## src/hw/rtl/selu_pkg.sv

```systemverilog
// ----------------------------------------------------------------------------
// selu_pkg: shared types and constants for the sequenced event ring log
// Holds the log geometry, command and result codes, and the word formats that
// travel between the front (accept and classify) and back (execute) parts.
// ----------------------------------------------------------------------------
package selu_pkg;

  // Log geometry
  localparam int LOG_DEPTH = 32;
  localparam int IDX_W     = (LOG_DEPTH > 1) ? $clog2(LOG_DEPTH) : 1;
  localparam int CNT_W     = $clog2(LOG_DEPTH + 1);
  localparam int SUM_W     = CNT_W + 1;

  // Command queue between front and back
  localparam int QUEUE_DEPTH = 2;
  localparam int QPTR_W      = (QUEUE_DEPTH > 1) ? $clog2(QUEUE_DEPTH) : 1;
  localparam int QCNT_W      = $clog2(QUEUE_DEPTH + 1);

  // Field widths
  localparam int SEQ_W  = 32;
  localparam int TIME_W = 32;
  localparam int TAG_W  = 11;
  localparam int MAXE_W = 7;

  // Function codes on the input channel
  localparam logic FUNC_APPEND = 1'b0;
  localparam logic FUNC_READ   = 1'b1;

  // Largest legal event codes
  localparam logic [2:0] ACTOR_MAX   = 3'd3;
  localparam logic [2:0] CHANNEL_MAX = 3'd6;
  localparam logic [3:0] PHASE_MAX   = 4'd8;

  // Classified command kinds
  typedef enum logic [1:0] {
    KIND_APPEND = 2'd0,
    KIND_REJECT = 2'd1,
    KIND_READ   = 2'd2
  } kind_t;

  // Result status codes
  typedef enum logic [1:0] {
    STATUS_APPENDED = 2'd0,
    STATUS_REJECTED = 2'd1,
    STATUS_EVENT    = 2'd2,
    STATUS_NONE     = 2'd3
  } status_t;

  // Command word from front to back
  typedef struct packed {
    kind_t               kind;
    logic [TIME_W-1:0]   time_ms;
    logic [TAG_W-1:0]    tag;     // {background, redacted, phase, channel, actor}
    logic [SEQ_W-1:0]    seq_floor;
    logic [MAXE_W-1:0]   max_events;
  } cmd_t;

  // One stored log entry
  typedef struct packed {
    logic [SEQ_W-1:0]  seq;
    logic [TIME_W-1:0] time_ms;
    logic [TAG_W-1:0]  tag;
  } entry_t;

  // One result word
  typedef struct packed {
    status_t          status;
    entry_t           ent;
    logic [SEQ_W-1:0] newest;
    logic             lost;
    logic             last;
    logic [31:0]      dropped;
  } result_t;

  function automatic result_t make_result(
    input status_t          status,
    input entry_t           ent,
    input logic [SEQ_W-1:0] newest,
    input logic             lost,
    input logic             last,
    input logic [31:0]      dropped
  );
    result_t r;
    r.status  = status;
    r.ent     = ent;
    r.newest  = newest;
    r.lost    = lost;
    r.last    = last;
    r.dropped = dropped;
    return r;
  endfunction

endpackage

```

## src/hw/rtl/selu_front.sv

```systemverilog
// ----------------------------------------------------------------------------
// selu_front: command intake
// Accepts input words, checks the event codes, packs the tag and queues the
// classified command for the back part in a short FIFO.
// ----------------------------------------------------------------------------
module selu_front (
  input  logic                        clk,
  input  logic                        rst_n,
  input  logic                        start,
  output logic                        busy,
  input  logic                        in_func,
  input  logic [31:0]                 in_time_ms,
  input  logic [2:0]                  in_actor_code,
  input  logic [2:0]                  in_channel_code,
  input  logic [3:0]                  in_phase_code,
  input  logic                        in_redacted_flag,
  input  logic                        in_background_flag,
  input  logic [31:0]                 in_after_sequence,
  input  logic [6:0]                  in_max_events,
  output logic                        cmd_valid,
  output selu_pkg::cmd_t              cmd,
  input  logic                        cmd_pop
);

  selu_pkg::cmd_t                     q_mem [selu_pkg::QUEUE_DEPTH];
  logic [selu_pkg::QPTR_W-1:0]        wr_ptr_r;
  logic [selu_pkg::QPTR_W-1:0]        rd_ptr_r;
  logic [selu_pkg::QCNT_W-1:0]        count_r;
  logic [selu_pkg::QCNT_W-1:0]        count_nxt;
  logic                               push;
  logic                               codes_ok;
  selu_pkg::cmd_t                     new_cmd;

  // Classify the incoming word
  always_comb begin
    codes_ok = (in_actor_code <= selu_pkg::ACTOR_MAX) &&
               (in_channel_code <= selu_pkg::CHANNEL_MAX) &&
               (in_phase_code <= selu_pkg::PHASE_MAX);
    new_cmd.time_ms    = in_time_ms;
    new_cmd.tag        = {in_background_flag, in_redacted_flag, in_phase_code,
                          in_channel_code, in_actor_code[1:0]};
    new_cmd.seq_floor  = in_after_sequence;
    new_cmd.max_events = in_max_events;
    if (in_func == selu_pkg::FUNC_READ) begin
      new_cmd.kind = selu_pkg::KIND_READ;
    end else if (codes_ok) begin
      new_cmd.kind = selu_pkg::KIND_APPEND;
    end else begin
      new_cmd.kind = selu_pkg::KIND_REJECT;
    end
  end

  // Queue handshake
  assign busy      = (count_r == selu_pkg::QCNT_W'(selu_pkg::QUEUE_DEPTH));
  assign push      = start && !busy;
  assign cmd_valid = (count_r != '0);
  assign cmd       = q_mem[rd_ptr_r];

  always_comb begin
    count_nxt = count_r;
    if (push && !cmd_pop) begin
      count_nxt = count_r + 1'b1;
    end else if (!push && cmd_pop) begin
      count_nxt = count_r - 1'b1;
    end
  end

  // Queue storage
  always_ff @(posedge clk) begin
    if (push) begin
      q_mem[wr_ptr_r] <= new_cmd;
    end
  end

  // Queue pointers
  always_ff @(posedge clk) begin
    if (!rst_n) begin
      wr_ptr_r <= '0;
      rd_ptr_r <= '0;
      count_r  <= '0;
    end else begin
      count_r <= count_nxt;
      if (push) begin
        wr_ptr_r <= (wr_ptr_r == selu_pkg::QPTR_W'(selu_pkg::QUEUE_DEPTH - 1)) ?
                    '0 : wr_ptr_r + 1'b1;
      end
      if (cmd_pop) begin
        rd_ptr_r <= (rd_ptr_r == selu_pkg::QPTR_W'(selu_pkg::QUEUE_DEPTH - 1)) ?
                    '0 : rd_ptr_r + 1'b1;
      end
    end
  end

  // Checks
  a_count_bound: assert property (@(posedge clk) disable iff (!rst_n)
    count_r <= selu_pkg::QCNT_W'(selu_pkg::QUEUE_DEPTH))
    else $error("command queue overfilled");

  a_pop_needs_word: assert property (@(posedge clk) disable iff (!rst_n)
    cmd_pop |-> cmd_valid)
    else $error("pop from empty command queue");

  a_push_grows: assert property (@(posedge clk) disable iff (!rst_n)
    (push && !cmd_pop) |=> (count_r == $past(count_r) + 1'b1))
    else $error("queue count did not grow on push");

endmodule

```

## src/hw/rtl/selu_back.sv

```systemverilog
// ----------------------------------------------------------------------------
// selu_back: log execution
// Pops classified commands, appends entries into the ring memory and walks the
// ring from oldest to newest for reads, emitting a result word for each command and each matching entry.
// ----------------------------------------------------------------------------
module selu_back (
  input  logic                  clk,
  input  logic                  rst_n,
  input  logic                  cmd_valid,
  input  selu_pkg::cmd_t        cmd,
  output logic                  cmd_pop,
  output logic                  out_valid,
  output logic [1:0]            out_status,
  output logic [31:0]           out_event_sequence,
  output logic [31:0]           out_event_time_ms,
  output logic [1:0]            out_event_actor,
  output logic [2:0]            out_event_channel,
  output logic [3:0]            out_event_phase,
  output logic                  out_event_redacted,
  output logic                  out_event_background,
  output logic [31:0]           out_newest_sequence,
  output logic                  out_history_lost,
  output logic                  out_last_of_run,
  output logic [31:0]           out_dropped_total
);

  typedef enum logic [1:0] {
    ST_IDLE,
    ST_RD_ISSUE,
    ST_RD_EVAL,
    ST_FINISH
  } state_t;

  state_t                          state_r;
  selu_pkg::entry_t                mem [selu_pkg::LOG_DEPTH];
  selu_pkg::entry_t                rd_data_r;
  selu_pkg::entry_t                hold_r;
  logic                            hold_valid_r;
  selu_pkg::cmd_t                  cmd_r;
  logic [31:0]                     last_seq_r;
  logic [selu_pkg::IDX_W-1:0]      wr_idx_r;
  logic [selu_pkg::CNT_W-1:0]      count_r;
  logic [31:0]                     dropped_r;
  logic [selu_pkg::IDX_W-1:0]      rd_ptr_r;
  logic [selu_pkg::CNT_W-1:0]      walk_i_r;
  logic [selu_pkg::MAXE_W-1:0]     emitted_n_r;
  logic                            lost_r;
  logic                            out_valid_r;
  selu_pkg::result_t               out_r;

  logic [31:0]                     seq_inc;
  logic [31:0]                     seq_nxt;
  logic                            is_full;
  logic [31:0]                     dropped_nxt;
  logic [selu_pkg::SUM_W-1:0]      start_sum;
  logic [selu_pkg::IDX_W-1:0]      start_idx;
  logic                            app_we;
  logic                            rd_en;
  logic                            hit;
  logic                            lost_calc;
  logic                            lost_now;
  logic [selu_pkg::CNT_W-1:0]      i_inc;
  logic [selu_pkg::MAXE_W-1:0]     n_inc;
  logic                            walk_done;
  selu_pkg::entry_t                app_ent;

  // Append arithmetic: next sequence skips zero, drop on overwrite
  always_comb begin
    seq_inc     = last_seq_r + 32'd1;
    seq_nxt     = (seq_inc == '0) ? 32'd1 : seq_inc;
    is_full     = (count_r == selu_pkg::CNT_W'(selu_pkg::LOG_DEPTH));
    dropped_nxt = is_full ? dropped_r + 32'd1 : dropped_r;
    app_ent.seq     = seq_nxt;
    app_ent.time_ms = cmd.time_ms;
    app_ent.tag     = cmd.tag;
  end

  // Oldest slot: write index minus entry count, modulo depth
  always_comb begin
    start_sum = selu_pkg::SUM_W'(wr_idx_r) + selu_pkg::SUM_W'(selu_pkg::LOG_DEPTH)
              - selu_pkg::SUM_W'(count_r);
    if (start_sum >= selu_pkg::SUM_W'(selu_pkg::LOG_DEPTH)) begin
      start_sum = start_sum - selu_pkg::SUM_W'(selu_pkg::LOG_DEPTH);
    end
    start_idx = start_sum[selu_pkg::IDX_W-1:0];
  end

  // Walk evaluation on the registered read word
  always_comb begin
    hit       = (rd_data_r.seq > cmd_r.seq_floor);
    lost_calc = (cmd_r.seq_floor != '0) && (rd_data_r.seq > 32'd1) &&
                (cmd_r.seq_floor < rd_data_r.seq - 32'd1);
    lost_now  = (walk_i_r == '0) ? lost_calc : lost_r;
    i_inc     = walk_i_r + 1'b1;
    n_inc     = emitted_n_r + 1'b1;
    walk_done = (i_inc == count_r) || (hit && (n_inc == cmd_r.max_events));
  end

  assign cmd_pop = (state_r == ST_IDLE) && cmd_valid;
  assign app_we  = cmd_pop && (cmd.kind == selu_pkg::KIND_APPEND);
  assign rd_en   = (state_r == ST_RD_ISSUE);

  // Ring memory, registered read
  always_ff @(posedge clk) begin
    if (app_we) begin
      mem[wr_idx_r] <= app_ent;
    end
    if (rd_en) begin
      rd_data_r <= mem[rd_ptr_r];
    end
  end

  // Sequencer, log state and result register
  always_ff @(posedge clk) begin
    if (!rst_n) begin
      state_r      <= ST_IDLE;
      out_valid_r  <= 1'b0;
      last_seq_r   <= '0;
      wr_idx_r     <= '0;
      count_r      <= '0;
      dropped_r    <= '0;
      hold_valid_r <= 1'b0;
    end else begin
      out_valid_r <= 1'b0;
      unique case (state_r)
        ST_IDLE: begin
          if (cmd_valid) begin
            unique case (cmd.kind)
              selu_pkg::KIND_REJECT: begin
                out_valid_r <= 1'b1;
                out_r <= selu_pkg::make_result(selu_pkg::STATUS_REJECTED, '0,
                                               last_seq_r, 1'b0, 1'b1, dropped_r);
              end
              selu_pkg::KIND_APPEND: begin
                last_seq_r <= seq_nxt;
                wr_idx_r   <= (wr_idx_r == selu_pkg::IDX_W'(selu_pkg::LOG_DEPTH - 1)) ?
                              '0 : wr_idx_r + 1'b1;
                if (!is_full) begin
                  count_r <= count_r + 1'b1;
                end
                dropped_r   <= dropped_nxt;
                out_valid_r <= 1'b1;
                out_r <= selu_pkg::make_result(selu_pkg::STATUS_APPENDED, app_ent,
                                               seq_nxt, 1'b0, 1'b1, dropped_nxt);
              end
              selu_pkg::KIND_READ: begin
                cmd_r <= cmd;
                if ((cmd.max_events == '0) || (count_r == '0)) begin
                  out_valid_r <= 1'b1;
                  out_r <= selu_pkg::make_result(selu_pkg::STATUS_NONE, '0,
                                                 last_seq_r, 1'b0, 1'b1, dropped_r);
                end else begin
                  rd_ptr_r     <= start_idx;
                  walk_i_r     <= '0;
                  emitted_n_r  <= '0;
                  hold_valid_r <= 1'b0;
                  lost_r       <= 1'b0;
                  state_r      <= ST_RD_ISSUE;
                end
              end
              default: ;
            endcase
          end
        end

        ST_RD_ISSUE: begin
          state_r <= ST_RD_EVAL;
        end

        // A hit is held back one step so the final one can carry last_of_run
        ST_RD_EVAL: begin
          lost_r <= lost_now;
          if (hit) begin
            if (hold_valid_r) begin
              out_valid_r <= 1'b1;
              out_r <= selu_pkg::make_result(selu_pkg::STATUS_EVENT, hold_r,
                                             last_seq_r, lost_now, 1'b0, dropped_r);
            end
            hold_r       <= rd_data_r;
            hold_valid_r <= 1'b1;
            emitted_n_r  <= n_inc;
          end
          walk_i_r <= i_inc;
          if (walk_done) begin
            state_r <= ST_FINISH;
          end else begin
            rd_ptr_r <= (rd_ptr_r == selu_pkg::IDX_W'(selu_pkg::LOG_DEPTH - 1)) ?
                        '0 : rd_ptr_r + 1'b1;
            state_r  <= ST_RD_ISSUE;
          end
        end

        ST_FINISH: begin
          out_valid_r <= 1'b1;
          if (hold_valid_r) begin
            out_r <= selu_pkg::make_result(selu_pkg::STATUS_EVENT, hold_r,
                                           last_seq_r, lost_r, 1'b1, dropped_r);
          end else begin
            out_r <= selu_pkg::make_result(selu_pkg::STATUS_NONE, '0,
                                           last_seq_r, lost_r, 1'b1, dropped_r);
          end
          hold_valid_r <= 1'b0;
          state_r      <= ST_IDLE;
        end

        default: state_r <= ST_IDLE;
      endcase
    end
  end

  // Result ports
  assign out_valid            = out_valid_r;
  assign out_status           = out_r.status;
  assign out_event_sequence   = out_r.ent.seq;
  assign out_event_time_ms    = out_r.ent.time_ms;
  assign out_event_actor      = out_r.ent.tag[1:0];
  assign out_event_channel    = out_r.ent.tag[4:2];
  assign out_event_phase      = out_r.ent.tag[8:5];
  assign out_event_redacted   = out_r.ent.tag[9];
  assign out_event_background = out_r.ent.tag[10];
  assign out_newest_sequence  = out_r.newest;
  assign out_history_lost     = out_r.lost;
  assign out_last_of_run      = out_r.last;
  assign out_dropped_total    = out_r.dropped;

  // Checks
  a_count_bound: assert property (@(posedge clk) disable iff (!rst_n)
    count_r <= selu_pkg::CNT_W'(selu_pkg::LOG_DEPTH))
    else $error("entry count above log depth");

  a_no_drop_when_room: assert property (@(posedge clk) disable iff (!rst_n)
    (app_we && !is_full) |=> $stable(dropped_r))
    else $error("drop counted while log had room");

  a_walk_under_limit: assert property (@(posedge clk) disable iff (!rst_n)
    (state_r == ST_RD_ISSUE) |-> (emitted_n_r < cmd_r.max_events))
    else $error("read walk continued past max_events");

  a_append_seq_nonzero: assert property (@(posedge clk) disable iff (!rst_n)
    (out_valid && (out_status == selu_pkg::STATUS_APPENDED)) |->
    (out_event_sequence != '0))
    else $error("append stamped with sequence zero");

endmodule

```

## src/hw/rtl/sequenced_event_ring_log_unit.sv

```systemverilog
// ----------------------------------------------------------------------------
// sequenced_event_ring_log_unit: circular event log with sequence numbers
// Fixed-depth trace buffer that stamps appended events and returns stored
// events newer than a given sequence, oldest first.
// ----------------------------------------------------------------------------
// Usage:
//   Input channel: drive in_* with start high; the word is taken on a clock
//   edge where busy is low. func 0 appends, func 1 reads.
//   Result channel: each result word is on out_* for exactly one cycle with
//   out_valid high; out_last_of_run marks the final word of an input word.
//   The receiver cannot stall the block, so no result is ever held back.
// Timing:
//   A two-word command queue sits between intake and the execution sequencer.
//   An append or rejected append is queued and its result is registered when
//   the sequencer pops it; the sequencer retires one append per cycle while
//   no read is in progress. A read occupies the sequencer while it walks
//   k >= 1 ring entries (at most the entry count); each entry takes a memory
//   read step and an evaluate step on the single ring memory port.
//   A read with max_events 0 or on an empty log is answered without a walk.
//   busy rises only while the command queue is full.
// Reset:
//   rst_n low clears the queue, the sequence counter, the fill count and the
//   drop counter. Ring memory contents are not cleared; only written entries
//   are ever read.
// ----------------------------------------------------------------------------
module sequenced_event_ring_log_unit (
  input  logic        clk,
  input  logic        rst_n,
  input  logic        start,
  output logic        busy,
  input  logic        in_func,
  input  logic [31:0] in_time_ms,
  input  logic [2:0]  in_actor_code,
  input  logic [2:0]  in_channel_code,
  input  logic [3:0]  in_phase_code,
  input  logic        in_redacted_flag,
  input  logic        in_background_flag,
  input  logic [31:0] in_after_sequence,
  input  logic [6:0]  in_max_events,
  output logic        out_valid,
  output logic [1:0]  out_status,
  output logic [31:0] out_event_sequence,
  output logic [31:0] out_event_time_ms,
  output logic [1:0]  out_event_actor,
  output logic [2:0]  out_event_channel,
  output logic [3:0]  out_event_phase,
  output logic        out_event_redacted,
  output logic        out_event_background,
  output logic [31:0] out_newest_sequence,
  output logic        out_history_lost,
  output logic        out_last_of_run,
  output logic [31:0] out_dropped_total
);

  logic           cmd_valid;
  logic           cmd_pop;
  selu_pkg::cmd_t cmd;

  // Intake and classification
  selu_front u_front (
    .clk                (clk),
    .rst_n              (rst_n),
    .start              (start),
    .busy               (busy),
    .in_func            (in_func),
    .in_time_ms         (in_time_ms),
    .in_actor_code      (in_actor_code),
    .in_channel_code    (in_channel_code),
    .in_phase_code      (in_phase_code),
    .in_redacted_flag   (in_redacted_flag),
    .in_background_flag (in_background_flag),
    .in_after_sequence  (in_after_sequence),
    .in_max_events      (in_max_events),
    .cmd_valid          (cmd_valid),
    .cmd                (cmd),
    .cmd_pop            (cmd_pop)
  );

  // Execution against the ring
  selu_back u_back (
    .clk                  (clk),
    .rst_n                (rst_n),
    .cmd_valid            (cmd_valid),
    .cmd                  (cmd),
    .cmd_pop              (cmd_pop),
    .out_valid            (out_valid),
    .out_status           (out_status),
    .out_event_sequence   (out_event_sequence),
    .out_event_time_ms    (out_event_time_ms),
    .out_event_actor      (out_event_actor),
    .out_event_channel    (out_event_channel),
    .out_event_phase      (out_event_phase),
    .out_event_redacted   (out_event_redacted),
    .out_event_background (out_event_background),
    .out_newest_sequence  (out_newest_sequence),
    .out_history_lost     (out_history_lost),
    .out_last_of_run      (out_last_of_run),
    .out_dropped_total    (out_dropped_total)
  );

endmodule
```

## config.mk

```make
export PLATFORM = sky130hd
export DESIGN_NAME = sequenced_event_ring_log_unit
export DESIGN_NICKNAME = d
export VERILOG_FILES = /design/src/hw/rtl/selu_pkg.sv /design/src/hw/rtl/selu_front.sv /design/src/hw/rtl/selu_back.sv /design/src/hw/rtl/sequenced_event_ring_log_unit.sv
export SDC_FILE = /design/constraint.sdc
export NUM_CORES = 2
export LEC_CHECK = 0
export BUFFER_PORTS_ARGS = -buffer_cell sky130_fd_sc_hd__buf_4
export CORE_MARGIN = 2
export CORE_UTILIZATION = 60
export CTS_BUF_LIST = sky130_fd_sc_hd__clkbuf_4 sky130_fd_sc_hd__clkbuf_8
export CTS_CLUSTER_SIZE = 8
export DETAILED_ROUTE_END_ITERATION = 8
export PLACE_DENSITY = 0.83
export REMOVE_ABC_BUFFERS = 1
export SYNTH_ARGS = -nofsm -noshare
export SYNTH_HDL_FRONTEND = slang
export SYNTH_SLANG_ARGS = --single-unit
```

## constraint.sdc

```tcl
create_clock -name clk -period 15 [get_ports clk]
set_input_delay 0.75 -clock clk [delete_from_list [all_inputs] [get_ports clk]]
set_output_delay 0.75 -clock clk [all_outputs]
set_load 0.05 [all_outputs]
```

Yosys cells after proc, flatten, opt, wreduce, memory -nomap -nowiden
Memory sizes are Yosys's and may differ from the RTL's. A register that Yosys moved wholly into a read port is not among the register bits. Cells that the tools add are included.

Register bits: 359. Memory bits (writable): 2568. Input port bits: 87. Output and inout port bits: 145. Logic and storage cells: 164. Memories kept: 2.

Memory list: u_back.mem (depth 32, width 75, rd ports 1, clocked after Yosys merged registers in 1, write ports 1, line selu_back.sv:35) `selu_pkg::entry_t mem [selu_pkg::LOG_DEPTH];`; u_front.q_mem (depth 2, width 84, rd ports 1, clocked after Yosys merged registers in 1, write ports 1, line selu_front.sv:25) `selu_pkg::cmd_t q_mem [selu_pkg::QUEUE_DEPTH];`.

$add $sub $neg: 15. Order comparisons: 7. Eq/ne operators: 19. Multiplexer cells: 56. Bitwise logic cells: 1. Reductions and logical operators: 37.

Operators with widths (number): case mux 143 bit (3 select lines) (2); two-way mux 143 bit (4); two-way mux 142 bit (1); adder 32 x 1 -> 32 bit, second input constant (2); two-way mux 32 bit (2); two-way mux 5 bit (7); > comparator 32 x 1 -> 1 bit, second input constant (1); > comparator 32 bit (1); logical NOT 32 bit (1); < comparator 32 bit (1); nonzero test 32 bit (1); subtractor 32 x 1 -> 32 bit, second input constant (1); two-way mux 7 bit (4); two-way mux 1 bit (18); two-way mux 6 bit (3); two-way mux 2 bit (7); case mux 7 bit (2 select lines) (1); adder 6 x 1 -> 6 bit, second input constant (2); logical NOT 6 bit (2); case mux 6 bit (2 select lines) (1); AND reduction 6 bit (2); adder 5 x 1 -> 5 bit, second input constant (2); == test 5 bit, second input constant (2); logical AND 1 bit (10); 36 further kinds (57).

Longest topological paths before layout
Word-level depth: 8. Mapped depth: 16. Depth with buffers taken out: 15.

By module
Synthesis repeated with hierarchy kept, for this count alone.

Cell total of the unflattened synthesis: 6151. Area, all modules: 117759.2 µm².

Modules (own cells, without submodules): selu_back (times used 1, cells an instance 5862, area each 111421.9 µm², sequential area each 84190.7 µm²); selu_front (times used 1, cells an instance 289, area each 6337.3 µm², sequential area each 5144.9 µm²).

Worst setup path after synthesis
Ideal clock, no wire load.

Kind: reg2reg. From: register (tool-made name). To: memory u_back.mem[13][0] (netlist name), enable pin. Setup time: 0.509 ns. Arrival time: 5.659 ns. Required time: 14.491 ns. Path slack: 8.832 ns. Stages on the path, launching flop included: 10. Path buffers: 4. Period minus slack after synthesis: 6.168 ns. Cell sequence: dfxtp_1 > buf_1 > clkbuf_1 > mux2i_1 > ha_1 > and2_1 > clkbuf_1 > clkbuf_1 > nand2_1 > nor2_1.

RTL lines (line): end, declared (selu_back.sv:35).

==> results_dict.tcl <==
set metrics [dict create \
    power_density_nw_per_um2 137 \
    syn-mean-instance-area_um2 21.6 \
    critPathMaxFanout 49 \
    end_kind "flop" \
    totalWireLength_um 316000 \
    synth.distinct_cells 80 \
    fin_ws_ps 8950 \
    async_flop_share_pct 0 \
    clk_pin_slew_ps 70 \
    syn2layout_area_growth_pct 12.1 \
    period_share_pct 40.3 \
    start_kind "flop" \
    pre_cts_ws_ps 9310 \
    hold_viol 0 \
    period_needed_ps 6050 \
    syn_area_um2 117000 \
    nFillCells 11100 \
    rsz0062_at_grt "no" \
    insertion_delay_ps 1170 \
    use_met3_pct 8.63 \
    gr-usage-met1_pct 41.6 \
    outcome "finished clean" \
    clock_sinks 3003 \
    ant_nets 0 \
    skew_ps 141 \
    viasPerCell 7.03 \
    vias 61900 \
    htreeDepth 5 \
    grt_pass1_vias 62400 \
    relSlewSlack_pct 2.22 \
    design_area_um2 131000 \
    start_util_pct 60.3 \
    ys.flop_type "edfxtp_1" \
    worstHoldStart "rst_n" \
    synth-seq-cells 3003 \
    cts_setup_buffers 0 \
    holdCritPathClass "input port to flop" \
    path_cells "mux2_2 > inv_1 > ha_1 > and2_1 > buf_4 > nand2_1 > nor2_4 > buf_4" \
    ios 232 \
    timing_worst_setup_path_type "flop to flop" \
    ys_warn_count 0 \
    arrival_ps 6740 \
    drive_gt1_share_pct 32.1 \
    clock-root-buffer "clkbuf_8" \
    grt-ovfl-total 0 \
    maxSlewViolCount 0 \
    dieArea_um2 199000 \
    wl_per_cell_um 35.9 \
    setup_viol_count_final 0 \
    clockBufferDepth 4 \
    drc 0 \
    antenna_found_initial 16 \
    crit_path_frequent_cell "buf_4" \
    grt_pass1_wl_um 448000 \
    busiest_layer "met2" \
    p_leak_nw 41.2 \
    track_usage_pct 32.1 \
    drt-initial-drc-count 9515 \
    coreArea_um2 195000 \
    place_area_um2 123000 \
    max_freq_mhz 165 \
    fin_nets 6207 \
    grt_max_degree 153 \
    dr.pass1.iters 7 \
    cts_tree "done" \
    die_h_um 446 \
    cp_slowest_stage_delay_ps 1170 \
    ys_seq_area_share_pct 76.2 \
    tightest_slew_ps 1470 \
    total_power_w 0.0180 \
    hpwl_um 178000 \
    ir_drop_uv 132 \
    synth-edff-count 2919 \
    crit_required_ps 15690 \
    io_buffers 231 \
    grtUsageMet2_pct 51.2 \
    die_w_um 446 \
    cp_slowest_cell "nor2_4" \
    max-cap-violations 0 \
    numCtsBuffers 459 \
    routabilityCongestion 0.863 \
    rows 162 \
    synth_cells 5421 \
]
-- layout make-up --
type                       instances  area, µm²  area share, %
antenna                            6       15.0         0.0114
clock buffer                     637       7730           5.88
clock inverter                    55        342          0.260
inverter                          67        251          0.191
multi-input combinational       2068      27100           20.6
sequential                      3003      89300           67.9
tap                             2542       3180           2.42
timing repair buffer             431       3540           2.70
-- sequential cells by signal, summed over array words and instances (netlist names), 3 cells and up, named ones only --
register / flops
u_back.out_event_time_ms: 32
u_back.hold_r: 75
u_back.cmd_r: 39
u_back.rd_ptr_r: 5
u_back.wr_idx_r: 5
u_back.out_event_channel: 3
u_back.out_event_sequence: 32
u_back.mem: 2400
u_back.rd_data_r: 75
u_front.q_mem: 168
u_back.emitted_n_r: 7
u_back.out_event_phase: 4
u_back.dropped_r: 32
u_back.out_newest_sequence: 32
u_back.walk_i_r: 6
u_back.last_seq_r: 32
u_back.count_r: 6
u_back.out_dropped_total: 32
-- kinds of logic after synthesis --
family                   synth area share [%]
flip-flops                               76.2
multiplexers                             16.0
AND/OR/NAND/NOR                          2.64
buffers and inverters                    1.21
AO/OA/AOI/OAI                            1.93
XOR/XNOR                                 1.12
adder cells (fa/ha/maj)                 0.966
-- synthesized netlist by cell type (all sizes together), types with 24 or more instances --
cell / count / area, µm²
nand4: 50 / 332
clkbuf: 198 / 764
buf: 85 / 398
mux2: 159 / 1790
nor3: 24 / 130
a22o: 66 / 578
o21ai: 92 / 460
ha: 89 / 1110
xnor2: 79 / 692
mux4: 750 / 16900
a21o: 39 / 294
edfxtp: 2919 / 87700
nand2: 118 / 443
nor4: 35 / 270
nand3: 52 / 270
xor2: 71 / 622
dfxtp: 84 / 1680
nor2: 126 / 475
and2: 65 / 407
inv: 66 / 248
a21oi: 48 / 240
-- cell usage in the layout (no fill, tap or decap), drive strengths merged, types with 10 or more instances in the layout --
master,n
a31oi,16
nor2b,21
nor4,35
edfxtp,2919
and3,21
a22o,66
buf,348
a21o,39
ha,89
o21a,10
dfxtp,84
o21ai,92
nand2,118
or3,22
a21oi,48
and4,10
clkinv,46
clkbuf,637
mux4,750
dlygate4sd3,83
inv,68
nor2,126
nor3,24
a21boi,14
nand3,52
xnor2,79
mux2,159
nand4,50
and2,65
xor2,71
o31ai,20
-- power by group --
| part | total (W) | switching, W | leakage [nW] | internal (W) |
|---|---|---|---|---|
| combinational | 0.00174 | 0.00129 | 10.7 | 0.000446 |
| sequential | 0.00993 | 0.000134 | 26.2 | 0.00980 |
| clock | 0.00632 | 0.00301 | 4.29 | 0.00330 |
-- path summary, 6_finish.rpt --
path | to | slack [ps] | depth (start not counted)
setup / recovery | u_back.mem[0][42] | 8950 | 8
hold / removal | u_back.last_seq_r[28] | 100 | 2
setup reg to reg | u_back.mem[0][42] | 8950 | 8
hold reg to reg | u_back.hold_r[21] | 420 | 0
-- critical path: cells and delay by family (launching register included) --
kind / cells / cell delay [ps]
adders and majority gates: 1 / 320
DFF: 1 / 970
and+or+nand+nor: 3 / 2020
buffers and inverters: 3 / 1580
muxes: 1 / 490
-- per-layer routing --
| metal | wire (µm) | vias to the layer above |
|---|---|---|
| met1 | 104000 | 31800 |
| li1 | - | 23700 |
| met2 | 154000 | 5467 |
| met4 | 16200 | 14 |
| met3 | 41900 | 879 |
| met5 | 145 | - |
-- stage by stage --
| step | utilization [%] | setup TNS [ps] | hold slack (ps) | instances |
|---|---|---|---|---|
| after floorplan | - | -779080 | 400 | 5138 |
| after global placement | 63.0 | 0 | 407 | 8028 |
| after detailed placement | 63.0 | 0 | 405 | 8028 |
| after CTS | 67.6 | 0 | 36.0 | 8803 |
| after global routing | 67.6 | 0 | 109 | 8805 |
| final | 67.6 | 0 | 97.6 | 8809 |
-- timing repair --
item,4_1_cts,5_1_grt
endpoints found under the hold margin,166,0
resized for setup,0,0
hold buffers,83,0
Note: power is estimated with default switching activity, not from simulation.
